==> config.mk <==
export PLATFORM = sky130hd
export DESIGN_NAME = night_light_dimming_scheduler
export DESIGN_NICKNAME = d
export VERILOG_FILES = /design/src/rtl/nlds_pkg.sv /design/src/rtl/nlds_window.sv /design/src/rtl/nlds_sched.sv /design/src/rtl/night_light_dimming_scheduler.sv
export SDC_FILE = /design/constraint.sdc
export NUM_CORES = 1
export LEC_CHECK = 0
export ABC_AREA = 1
export BUFFER_PORTS_ARGS = -buffer_cell sky130_fd_sc_hd__buf_4
export CORE_ASPECT_RATIO = 2
export CORE_UTILIZATION = 40
export CTS_CLUSTER_SIZE = 10
export DETAILED_ROUTE_END_ITERATION = 8
export GPL_TIMING_DRIVEN = 0
export PLACE_DENSITY = 0.56
export RECOVER_POWER = 50
export SETUP_SLACK_MARGIN = 0.2
export SLEW_MARGIN = 30
export SYNTH_ARGS = -nofsm -noshare
export SYNTH_HDL_FRONTEND = slang
export SYNTH_SLANG_ARGS = --single-unit
==> constraint.sdc <==
create_clock -name clk -period 6.25 [get_ports clk]
set_input_delay 1.25 -clock clk [delete_from_list [all_inputs] [get_ports clk]]
set_output_delay 1.25 -clock clk [all_outputs]
set_load 0.03 [all_outputs]
==> src/rtl/nlds_pkg.sv <==
// Shared types and constants for the night light dimming scheduler.
// No dependencies; every other rtl file refers to it by scoped names.
package nlds_pkg;

  localparam int SECS_W  = 12;
  localparam int HOURS_W = 16;
  localparam int LEVEL_W = 10;
  localparam int DUTY_W  = 7;
  localparam int PHASE_W = 3;
  localparam int MODE_W  = 3;
  localparam int STEP_W  = 40;
  localparam int STEPS   = 5;
  localparam int APB_DW  = 64;
  localparam int APB_AW  = 6;
  localparam int REG_W   = 3;

  typedef logic [MODE_W-1:0]  mode_t;
  typedef logic [PHASE_W-1:0] phase_t;
  typedef logic [DUTY_W-1:0]  duty_t;
  typedef logic [REG_W-1:0]   reg_idx_t;

  // schedule modes
  localparam mode_t MODE_THREE_STEP  = 3'd0;
  localparam mode_t MODE_SPLIT_6H    = 3'd1;
  localparam mode_t MODE_SPLIT_9H    = 3'd2;
  localparam mode_t MODE_SECONDS     = 3'd3;
  localparam mode_t MODE_FIVE_STEP   = 3'd4;
  localparam mode_t MODE_FIXED_TABLE = 3'd5;
  localparam mode_t MODE_CUSTOM      = 3'd6;

  // schedule phases
  localparam phase_t PHASE_DARK = 3'd0;
  localparam phase_t PHASE_1    = 3'd1;
  localparam phase_t PHASE_2    = 3'd2;
  localparam phase_t PHASE_3    = 3'd3;
  localparam phase_t PHASE_4    = 3'd4;
  localparam phase_t PHASE_5    = 3'd5;
  localparam phase_t PHASE_6    = 3'd6;

  // duty levels in percent
  localparam duty_t DUTY_OFF  = 7'd0;
  localparam duty_t DUTY_FULL = 7'd100;
  localparam duty_t DUTY_80   = 7'd80;
  localparam duty_t DUTY_75   = 7'd75;
  localparam duty_t DUTY_60   = 7'd60;
  localparam duty_t DUTY_50   = 7'd50;

  // configuration register indexes (byte address is 8 * index)
  localparam reg_idx_t REG_MODE        = 3'd0;
  localparam reg_idx_t REG_ON_LEVEL    = 3'd1;
  localparam reg_idx_t REG_OFF_LEVEL   = 3'd2;
  localparam reg_idx_t REG_DIM_DUTY    = 3'd3;
  localparam reg_idx_t REG_STEP_LENS   = 3'd4;
  localparam reg_idx_t REG_STEP_DUTIES = 3'd5;

  typedef struct packed {
    mode_t              mode;
    duty_t              dim_duty;
    logic [STEP_W-1:0]  step_lens;
    logic [STEP_W-1:0]  step_duties;
  } sched_cfg_t;

  typedef struct packed {
    phase_t phase;
    logic   load;
    duty_t  duty;
  } sched_res_t;

  typedef struct packed {
    logic all_low;
    logic all_high;
  } win_flags_t;

  function automatic duty_t sat100(input logic [7:0] v);
    return (v > 8'd100) ? DUTY_FULL : v[DUTY_W-1:0];
  endfunction

endpackage

==> src/rtl/nlds_window.sv <==
// Sensor sample window: circular store, write pointer and level tests.
// Depends on nlds_pkg.
module nlds_window #(
  parameter int WINDOW_LEN = 5
) (
  input  logic                         clk,
  input  logic                         rst_n,
  input  logic                         wr_en,
  input  logic [nlds_pkg::LEVEL_W-1:0] sample,
  input  logic [nlds_pkg::LEVEL_W-1:0] on_level,
  input  logic [nlds_pkg::LEVEL_W-1:0] off_level,
  output nlds_pkg::win_flags_t         flags
);

  localparam int POS_W = (WINDOW_LEN > 1) ? $clog2(WINDOW_LEN) : 1;
  localparam logic [POS_W-1:0] POS_LAST = POS_W'(WINDOW_LEN - 1);

  logic [nlds_pkg::LEVEL_W-1:0] win_r   [WINDOW_LEN];
  logic [nlds_pkg::LEVEL_W-1:0] win_nxt [WINDOW_LEN];
  logic [POS_W-1:0]             pos_r, pos_nxt;
  logic                         primed_r;

  // flags look at the window as it stands after this sample is written
  always_comb begin
    logic lo, hi;
    lo = 1'b1;
    hi = 1'b1;
    for (int k = 0; k < WINDOW_LEN; k++) begin
      win_nxt[k] = (!primed_r || (pos_r == POS_W'(k))) ? sample : win_r[k];
      if (!(win_nxt[k] < off_level)) lo = 1'b0;
      if (!(win_nxt[k] > on_level)) hi = 1'b0;
    end
    flags.all_low  = lo;
    flags.all_high = hi;
  end

  assign pos_nxt = (pos_r == POS_LAST) ? '0 : pos_r + POS_W'(1);

  always_ff @(posedge clk) begin
    if (wr_en) begin
      for (int k = 0; k < WINDOW_LEN; k++) win_r[k] <= win_nxt[k];
    end
  end

  always_ff @(posedge clk) begin
    if (!rst_n) begin
      pos_r    <= '0;
      primed_r <= 1'b0;
    end else if (wr_en) begin
      pos_r    <= pos_nxt;
      primed_r <= 1'b1;
    end
  end

endmodule

==> src/rtl/nlds_sched.sv <==
// Schedule evaluation: phase from mode, hours and seconds, and the duty for that phase.
// Depends on nlds_pkg; purely combinational.
module nlds_sched (
  input  nlds_pkg::sched_cfg_t         cfg,
  input  logic [nlds_pkg::HOURS_W-1:0] hours,
  input  logic [nlds_pkg::SECS_W-1:0]  secs,
  input  nlds_pkg::phase_t             cur_phase,
  output nlds_pkg::sched_res_t         res
);

  nlds_pkg::phase_t custom_phase;
  nlds_pkg::phase_t ph;

  // mode 6: walk the cumulative step lengths, first end above secs wins
  always_comb begin
    logic [10:0] end_v;
    logic        found;
    end_v        = '0;
    found        = 1'b0;
    custom_phase = nlds_pkg::PHASE_6;
    for (int k = 0; k < nlds_pkg::STEPS; k++) begin
      end_v = end_v + {3'b000, cfg.step_lens[8*k +: 8]};
      if (!found && (secs < {1'b0, end_v})) begin
        found        = 1'b1;
        custom_phase = nlds_pkg::PHASE_W'(k + 1);
      end
    end
  end

  always_comb begin
    case (cfg.mode)
      nlds_pkg::MODE_THREE_STEP:
        ph = (hours < 16'd6) ? nlds_pkg::PHASE_1 :
             (hours < 16'd10) ? nlds_pkg::PHASE_2 : nlds_pkg::PHASE_3;
      nlds_pkg::MODE_SPLIT_6H:
        ph = (hours < 16'd6) ? nlds_pkg::PHASE_1 : nlds_pkg::PHASE_2;
      nlds_pkg::MODE_SPLIT_9H:
        ph = (hours < 16'd9) ? nlds_pkg::PHASE_1 : nlds_pkg::PHASE_2;
      nlds_pkg::MODE_SECONDS:
        ph = (secs < 12'd10) ? nlds_pkg::PHASE_1 :
             (secs < 12'd20) ? nlds_pkg::PHASE_2 : nlds_pkg::PHASE_3;
      nlds_pkg::MODE_FIVE_STEP:
        ph = (hours < 16'd1)  ? nlds_pkg::PHASE_1 :
             (hours < 16'd4)  ? nlds_pkg::PHASE_2 :
             (hours < 16'd5)  ? nlds_pkg::PHASE_3 :
             (hours < 16'd12) ? nlds_pkg::PHASE_4 : nlds_pkg::PHASE_5;
      nlds_pkg::MODE_FIXED_TABLE:
        ph = (hours < 16'd5)  ? nlds_pkg::PHASE_1 :
             (hours < 16'd7)  ? nlds_pkg::PHASE_2 :
             (hours < 16'd11) ? nlds_pkg::PHASE_3 :
             (hours < 16'd12) ? nlds_pkg::PHASE_4 : nlds_pkg::PHASE_5;
      nlds_pkg::MODE_CUSTOM:
        ph = custom_phase;
      default:
        ph = cur_phase;  // unused mode: hold the phase
    endcase
  end

  // duty for the new phase; load low means keep the previous duty
  always_comb begin
    res.phase = ph;
    res.load  = 1'b0;
    res.duty  = nlds_pkg::DUTY_OFF;
    if (ph == nlds_pkg::PHASE_DARK) begin
      res.load = 1'b1;
    end else if (cfg.mode == nlds_pkg::MODE_FIXED_TABLE) begin
      res.load = 1'b1;
      case (ph)
        nlds_pkg::PHASE_1: res.duty = nlds_pkg::DUTY_FULL;
        nlds_pkg::PHASE_2: res.duty = nlds_pkg::DUTY_75;
        nlds_pkg::PHASE_3: res.duty = nlds_pkg::DUTY_50;
        nlds_pkg::PHASE_4: res.duty = nlds_pkg::DUTY_60;
        nlds_pkg::PHASE_5: res.duty = nlds_pkg::DUTY_60;
        default:           res.load = 1'b0;
      endcase
    end else if (cfg.mode == nlds_pkg::MODE_CUSTOM) begin
      res.load = 1'b1;
      case (ph)
        nlds_pkg::PHASE_1: res.duty = nlds_pkg::sat100(cfg.step_duties[7:0]);
        nlds_pkg::PHASE_2: res.duty = nlds_pkg::sat100(cfg.step_duties[15:8]);
        nlds_pkg::PHASE_3: res.duty = nlds_pkg::sat100(cfg.step_duties[23:16]);
        nlds_pkg::PHASE_4: res.duty = nlds_pkg::sat100(cfg.step_duties[31:24]);
        nlds_pkg::PHASE_5: res.duty = nlds_pkg::sat100(cfg.step_duties[39:32]);
        default:           res.duty = nlds_pkg::DUTY_OFF;
      endcase
    end else begin
      case (ph)
        nlds_pkg::PHASE_1: begin
          res.load = 1'b1;
          res.duty = nlds_pkg::DUTY_FULL;
        end
        nlds_pkg::PHASE_2: begin
          res.load = 1'b1;
          res.duty = nlds_pkg::sat100({1'b0, cfg.dim_duty});
        end
        nlds_pkg::PHASE_3: begin
          res.load = 1'b1;
          res.duty = nlds_pkg::DUTY_80;
        end
        default: res.load = 1'b0;
      endcase
    end
  end

endmodule

==> src/rtl/night_light_dimming_scheduler.sv <==
// Top level of the night light dimming scheduler: APB registers, input register,
// night clock, lamp state and result channel. Uses nlds_pkg, nlds_window, nlds_sched.
//
//   channel | ports                                   | direction
//   --------+-----------------------------------------+----------
//   in      | in_valid, in_stall, in_cmd, in_sample   | into block
//   out     | out_valid, out_stall, out_lamp_on,      | out of block
//           | out_duty, out_phase, out_timing         |
//   config  | psel, penable, pwrite, paddr, pwdata,   | APB, 64-bit
//           | prdata, pready                          |
//
// A transaction passes the input register, then the state/result registers, which update
// state and present the result. One transaction per cycle is sustained when not stalled;
// the window test, schedule and duty select are evaluated between those registers.
// Synchronous active-low reset clears the window pointer, lamp, clock and registers.
// A stalled result holds; the input register still takes one more transaction behind it.
module night_light_dimming_scheduler #(
  parameter int WINDOW_LEN     = 5,
  parameter int TICKS_PER_HOUR = 3600
) (
  input  logic                             clk,
  input  logic                             rst_n,
  input  logic                             in_valid,
  output logic                             in_stall,
  input  logic                             in_cmd,
  input  logic [nlds_pkg::LEVEL_W-1:0]     in_sample,
  output logic                             out_valid,
  input  logic                             out_stall,
  output logic                             out_lamp_on,
  output logic [nlds_pkg::DUTY_W-1:0]      out_duty,
  output logic [nlds_pkg::PHASE_W-1:0]     out_phase,
  output logic                             out_timing,
  input  logic                             psel,
  input  logic                             penable,
  input  logic                             pwrite,
  input  logic [nlds_pkg::APB_AW-1:0]      paddr,
  input  logic [nlds_pkg::APB_DW-1:0]      pwdata,
  output logic [nlds_pkg::APB_DW-1:0]      prdata,
  output logic                             pready
);

  // configuration registers
  nlds_pkg::mode_t                mode_r;
  logic [nlds_pkg::LEVEL_W-1:0]   on_level_r;
  logic [nlds_pkg::LEVEL_W-1:0]   off_level_r;
  nlds_pkg::duty_t                dim_duty_r;
  logic [nlds_pkg::STEP_W-1:0]    step_lens_r;
  logic [nlds_pkg::STEP_W-1:0]    step_duties_r;

  nlds_pkg::reg_idx_t reg_idx;
  logic               cfg_wr;

  // input register
  logic                         in_valid_r;
  logic                         cmd_r;
  logic [nlds_pkg::LEVEL_W-1:0] sample_r;

  // state, which doubles as the result payload
  logic                          lamp_r, lamp_nxt, lamp_mid;
  logic                          running_r, running_nxt, running_mid;
  logic [nlds_pkg::SECS_W-1:0]   secs_r, secs_nxt, secs_mid;
  logic [nlds_pkg::HOURS_W-1:0]  hours_r, hours_nxt, hours_mid;
  nlds_pkg::phase_t              phase_r, phase_nxt, phase_mid;
  nlds_pkg::duty_t               duty_r, duty_nxt, duty_mid;
  logic                          out_valid_r;

  logic [nlds_pkg::SECS_W:0] secs_inc;
  logic                      advance;
  logic                      process;
  logic                      is_sample;

  nlds_pkg::win_flags_t flags;
  nlds_pkg::sched_cfg_t sched_cfg;
  nlds_pkg::sched_res_t sched_res;

  // ---------------------------------------------------------------- APB
  assign pready  = 1'b1;
  assign reg_idx = paddr[5:3];
  assign cfg_wr  = psel && penable && pwrite;

  always_ff @(posedge clk) begin
    if (!rst_n) begin
      mode_r        <= nlds_pkg::MODE_THREE_STEP;
      on_level_r    <= '0;
      off_level_r   <= '0;
      dim_duty_r    <= nlds_pkg::DUTY_50;
      step_lens_r   <= '0;
      step_duties_r <= '0;
    end else if (cfg_wr) begin
      case (reg_idx)
        nlds_pkg::REG_MODE:        mode_r        <= pwdata[nlds_pkg::MODE_W-1:0];
        nlds_pkg::REG_ON_LEVEL:    on_level_r    <= pwdata[nlds_pkg::LEVEL_W-1:0];
        nlds_pkg::REG_OFF_LEVEL:   off_level_r   <= pwdata[nlds_pkg::LEVEL_W-1:0];
        nlds_pkg::REG_DIM_DUTY:    dim_duty_r    <= pwdata[nlds_pkg::DUTY_W-1:0];
        nlds_pkg::REG_STEP_LENS:   step_lens_r   <= pwdata[nlds_pkg::STEP_W-1:0];
        nlds_pkg::REG_STEP_DUTIES: step_duties_r <= pwdata[nlds_pkg::STEP_W-1:0];
        default: ;
      endcase
    end
  end

  always_comb begin
    case (reg_idx)
      nlds_pkg::REG_MODE:        prdata = nlds_pkg::APB_DW'(mode_r);
      nlds_pkg::REG_ON_LEVEL:    prdata = nlds_pkg::APB_DW'(on_level_r);
      nlds_pkg::REG_OFF_LEVEL:   prdata = nlds_pkg::APB_DW'(off_level_r);
      nlds_pkg::REG_DIM_DUTY:    prdata = nlds_pkg::APB_DW'(dim_duty_r);
      nlds_pkg::REG_STEP_LENS:   prdata = nlds_pkg::APB_DW'(step_lens_r);
      nlds_pkg::REG_STEP_DUTIES: prdata = nlds_pkg::APB_DW'(step_duties_r);
      default:                   prdata = '0;
    endcase
  end

  // ---------------------------------------------------------------- handshake
  assign advance  = !out_valid_r || !out_stall;
  assign process  = in_valid_r && advance;
  assign in_stall = in_valid_r && !advance;

  always_ff @(posedge clk) begin
    if (!rst_n) begin
      in_valid_r  <= 1'b0;
      out_valid_r <= 1'b0;
    end else begin
      if (in_valid && !in_stall) in_valid_r <= 1'b1;
      else if (advance)          in_valid_r <= 1'b0;
      if (process)               out_valid_r <= 1'b1;
      else if (!out_stall)       out_valid_r <= 1'b0;
    end
  end

  always_ff @(posedge clk) begin
    if (in_valid && !in_stall) begin
      cmd_r    <= in_cmd;
      sample_r <= in_sample;
    end
  end

  // ---------------------------------------------------------------- datapath
  assign is_sample = cmd_r;

  nlds_window #(
    .WINDOW_LEN (WINDOW_LEN)
  ) u_window (
    .clk       (clk),
    .rst_n     (rst_n),
    .wr_en     (process && is_sample),
    .sample    (sample_r),
    .on_level  (on_level_r),
    .off_level (off_level_r),
    .flags     (flags)
  );

  assign secs_inc = {1'b0, secs_r} + (nlds_pkg::SECS_W+1)'(1);

  // tick handling and the dark/light tests
  always_comb begin
    lamp_mid    = lamp_r;
    running_mid = running_r;
    secs_mid    = secs_r;
    hours_mid   = hours_r;
    phase_mid   = phase_r;
    duty_mid    = duty_r;
    if (!is_sample) begin
      if (running_r) begin
        if (secs_inc >= (nlds_pkg::SECS_W+1)'(TICKS_PER_HOUR)) begin
          secs_mid  = '0;
          hours_mid = hours_r + nlds_pkg::HOURS_W'(1);
        end else begin
          secs_mid = secs_inc[nlds_pkg::SECS_W-1:0];
        end
      end
    end else if (flags.all_low) begin
      if (lamp_r) begin
        lamp_mid    = 1'b0;
        duty_mid    = nlds_pkg::DUTY_OFF;
        running_mid = 1'b0;
      end
      phase_mid = nlds_pkg::PHASE_DARK;
      secs_mid  = '0;
      hours_mid = '0;
    end else if (flags.all_high) begin
      lamp_mid = 1'b1;
      if (!running_r) begin
        secs_mid    = '0;
        hours_mid   = '0;
        running_mid = 1'b1;
      end
      if (phase_r == nlds_pkg::PHASE_DARK) duty_mid = nlds_pkg::DUTY_FULL;
    end
  end

  assign sched_cfg.mode        = mode_r;
  assign sched_cfg.dim_duty    = dim_duty_r;
  assign sched_cfg.step_lens   = step_lens_r;
  assign sched_cfg.step_duties = step_duties_r;

  nlds_sched u_sched (
    .cfg       (sched_cfg),
    .hours     (hours_mid),
    .secs      (secs_mid),
    .cur_phase (phase_mid),
    .res       (sched_res)
  );

  // re-evaluate the schedule on samples while lit
  always_comb begin
    lamp_nxt    = lamp_mid;
    running_nxt = running_mid;
    secs_nxt    = secs_mid;
    hours_nxt   = hours_mid;
    phase_nxt   = phase_mid;
    duty_nxt    = duty_mid;
    if (is_sample && lamp_mid && (sched_res.phase != phase_mid)) begin
      phase_nxt = sched_res.phase;
      if (sched_res.load) duty_nxt = sched_res.duty;
    end
  end

  // state only moves when the result slot frees, so it holds the pending result
  always_ff @(posedge clk) begin
    if (!rst_n) begin
      lamp_r    <= 1'b0;
      running_r <= 1'b0;
      secs_r    <= '0;
      hours_r   <= '0;
      phase_r   <= nlds_pkg::PHASE_DARK;
      duty_r    <= nlds_pkg::DUTY_OFF;
    end else if (process) begin
      lamp_r    <= lamp_nxt;
      running_r <= running_nxt;
      secs_r    <= secs_nxt;
      hours_r   <= hours_nxt;
      phase_r   <= phase_nxt;
      duty_r    <= duty_nxt;
    end
  end

  assign out_valid   = out_valid_r;
  assign out_lamp_on = lamp_r;
  assign out_duty    = duty_r;
  assign out_phase   = phase_r;
  assign out_timing  = running_r;

  // ---------------------------------------------------------------- assertions
  a_lamp_tracks_clock: assert property (@(posedge clk) disable iff (!rst_n)
    lamp_r == running_r)
    else $error("lamp and night clock disagree");

  a_dark_clears: assert property (@(posedge clk) disable iff (!rst_n)
    !lamp_r |-> (phase_r == nlds_pkg::PHASE_DARK) && (secs_r == '0) && (hours_r == '0))
    else $error("dark state left phase or clock set");

  a_secs_bound: assert property (@(posedge clk) disable iff (!rst_n)
    ({1'b0, secs_r} < (nlds_pkg::SECS_W+1)'(TICKS_PER_HOUR)) && (duty_r <= nlds_pkg::DUTY_FULL))
    else $error("seconds or duty out of range");

  a_hold_when_stalled: assert property (@(posedge clk) disable iff (!rst_n)
    (out_valid_r && out_stall) |=> $stable(duty_r) && $stable(phase_r) && $stable(lamp_r))
    else $error("result changed while stalled");

endmodule

==> flow_summary.toml <==
[grt]
overflow = 0
grt_pass1_wl_um = 97100
grt_start_max_net_pins = 23
antenna_found_initial = 0
track_usage_pct = 29.9
grt_pass1_vias = 16900

[floorplanning]
start_util_pct = 40.8
ios = 167
dieArea_mm2 = 0.0428
fp.dieW_um = 147
num_rows = 105
core_area_mm2 = 0.0411
die_y_um = 292

[timing]
hold_violations = 0
finClkSkew_ns = 0.0176
relSlewSlack_pct = 30.8
period_needed_ns = 6.35
max_freq_mhz = 158
maxSlewViolCount = 0
setup_slack_ns = -0.0981
grt_setup_unrepaired = "yes"
fin_crit_sh_pct = 102
setup_viol = 8
finalSetupTns_ns = -0.495
worstMarginPinSlew_ns = 1.03

[setup_path]
crit_top_cell = "nand2_1"
cp_num_cells = 46
r2r_start = "step_lens_r[8]$_SDFFE_PN0P_"
required_ns = 6.75
startpoint = "step_lens_r[8]$_SDFFE_PN0P_"
worst-r2r-cell-count = 46
cp.arrival_ns = 6.85
cpMaxStageDelayCell = "fa_2"
cp_max_fo = 6
startpoint_type = "flip-flop"
rr_endpoint = "out_duty[0]$_SDFFE_PN0P_"
slowest_delay_ns = 0.41
endpoint = "out_duty[0]$_SDFFE_PN0P_"
crit_type = "flip-flop to flip-flop"
crit_path_end_kind = "flip-flop"
crit_family = "simple AND/OR/NAND/NOR gates"
rrSetupSlack_ns = -0.1
cp_num_buf_inv = 8

[status]
violations = "negative setup slack"
status = "finished, violations left"

[final_layout]
fillers = 4165
nets = 2841
area_delta_synth_final_pct = 21.0
regArea_mm2 = 0.00496
multiInputGateArea_mm2 = 0.0110
diodes = 0
drive_above_1_share_pct = 15.8
final_core_util_pct = 49.3

[clock_network]
cts-buffers-inserted = 26
cts-root-buf = "clkbuf_16"
cts_sinks = 217
clk_path_buf_depth = 3
cts_tree = "yes"
clk_latency_ns = 0.58
h-tree-depth = 1
clkTransAtPathRegs_ns = 0.06

[job]
max_cap_violations = 0

[routing]
drcViolationCount = 0
dr.max_layer_used = "met4"
wl_met1_um = 21300
viasPerCell = 5.43
vias = 16900
drtIter0Drc = 931
wl_met3_um = 2500
wl_met2_um = 34200
antenna_left = 0
finalWirelength_um = 64600
dr.pass1.iters = 7
detail_route.wl_per_cell_um = 20.7

[place]
port_buffers = 113
place_congestion = 0.958
hpwlAfterDp_um = 51300

[power]
p_sw_mw = 1.27
power.internal_mw = 2.62
p_leak_nw = 9.23
power_density_mw_per_mm2 = 192
p_seq_share_pct = 39.6
clkPwrFrac_pct = 37.3
sw_frac_of_total_pct = 32.7
p_comb_share_pct = 23.0
ir_drop_mv = 0.187

[synth]
synth_top_area_share_pct = 18.6
ys_seq_area_share_pct = 29.5
syn_area_per_cell_um2 = 7.11
yosys-top-cells-count = "nand2_1 (501), inv_1 (293), nor2_1 (214), o21ai_0 (213), a21oi_1 (192)"
synth.distinct_cells = 57
syn_area_mm2 = 0.0168
yosysWarningCount = 0
synthArstFlopShare_pct = 0
syn_inst = 2358
synth-edff-count = 61
ys_seq_elements = 217
ys.flop_type = "dfxtp_1"
yosys.cell_count.top_type = "nand2_1"
synth_largest_area_cell = "dfxtp_1"
synthTopCellsByArea = "dfxtp_1 (19%), ha_1 (13%), nand2_1 (11%), edfxtp_1 (11%), inv_1 (6.6%)"

[min_path]
hp-class = "flip-flop to flip-flop"
==> layout by cell type (no fill, tap or decap), types with 18 or more instances in the layout <==
cell type    n
nand2_1    480
inv_1      285
o21ai_0    205
nor2_1     199
a21oi_1    175
ha_1       163
buf_4      157
dfxtp_1    152
nand3_1    133
clkbuf_1    83
edfxtp_1    61
nand4_1     52
mux2_1      40
nand2_2     30
clkbuf_16   26
conb_1      25
a21oi_2     22
nor3_1      20
nor2_2      18
==> worst min path at each step <==
stage / start / to / slack [ns] / cells after the start
2_1_floorplan: step_duties_r[8]$_SDFFE_PN0P_ / step_duties_r[8]$_SDFFE_PN0P_ / 0.45 / 2
3_3_place_gp: in_valid_r$_SDFFE_PN0P_ / out_valid$_SDFFE_PN0P_ / 0.47 / 2
3_5_place_dp: in_valid_r$_SDFFE_PN0P_ / out_valid$_SDFFE_PN0P_ / 0.47 / 2
6_report: in_valid_r$_SDFFE_PN0P_ / out_valid$_SDFFE_PN0P_ / 0.48 / 2
4_1_cts: in_valid_r$_SDFFE_PN0P_ / out_valid$_SDFFE_PN0P_ / 0.48 / 2
5_1_grt: in_valid_r$_SDFFE_PN0P_ / out_valid$_SDFFE_PN0P_ / 0.52 / 2
==> cells by family after synthesis <==
family,share of synthesized area (%)
fa+ha+maj,13.8
buf+inv,10.2
xor+xnor,1.67
other cells,0.0448
mux,3.02
simple gates,26.2
flops,29.5
compound gates,15.5
==> flip-flops by register name, indices dropped and copies added (netlist names), 3 cells and up <==
signal	cells
u_window.win_r	50
step_duties_r	40
step_lens_r	40
hours_r	16
secs_r	12
off_level_r	10
on_level_r	10
sample_r	10
dim_duty_r	7
out_duty	7
mode_r	3
out_phase	3
u_window.pos_r	3
==> worst reg2reg max path, delay by kind of cell, from the launching register on <==
kind / cells / cell delay [ns]
buffers and inverters: 8 / 0.60
flip-flops: 1 / 0.38
AND/OR/NAND/NOR: 19 / 1.80
XOR/XNOR: 2 / 0.48
adder cells (fa/ha/maj): 6 / 1.60
AO/OA/AOI/OAI: 11 / 1.40
==> final cells by class <==
cell class,instances,area share [%]
sequential,217,24.5
buffer,104,2.93
inverter,301,5.61
timing repair buffer,160,5.94
multi-input combinational,1760,54.0
clock buffer,41,3.63
tap,535,3.30
clock inverter,1,0.148
==> power by group through the flow <==
stage | Clock (mW) | Combinational [mW] | Sequential [mW]
after global placement | 0 | 0.810 | 1.57
after detailed placement | 0 | 0.832 | 1.57
after CTS | 1.47 | 0.886 | 1.54
final | 1.45 | 0.895 | 1.54
after global routing | 1.52 | 0.995 | 1.54
after floorplan | 0 | 0.565 | 1.56
==> per-layer routing <==
metal	track usage, %	up-vias
met5	0	-
met1	27.6	7921
li1	-	8244
met2	57.0	544
met3	3.16	230
met4	26.5	0
==> stage by stage <==
stage / instance area (um^2) / hold WS (ns) / cells / power [mW] / worst slack, ns
after CTS: 20100 / 0.484 / 3114 / 3.90 / -0.160
after floorplan: 16900 / 0.455 / 2381 / 2.12 / 0.444
after detailed placement: 18400 / 0.474 / 3031 / 2.40 / -1.06
after global routing: 20300 / 0.516 / 3119 / 4.06 / -0.494
final: 20300 / 0.481 / 3119 / 3.89 / -0.0981
after global placement: 18400 / 0.474 / 3029 / 2.38 / -0.915
==> what timing repair did <==
action | CTS | global route
hold buffers | 0 | 0
pin swaps | 48 | 59
endpoints found under the setup margin | 10 | 10
gates resized for setup | 121 | 49
setup buffers | 39 | 5
gates cloned | 2 | 0
No activity file was read; power rests on OpenSTA's default activity.
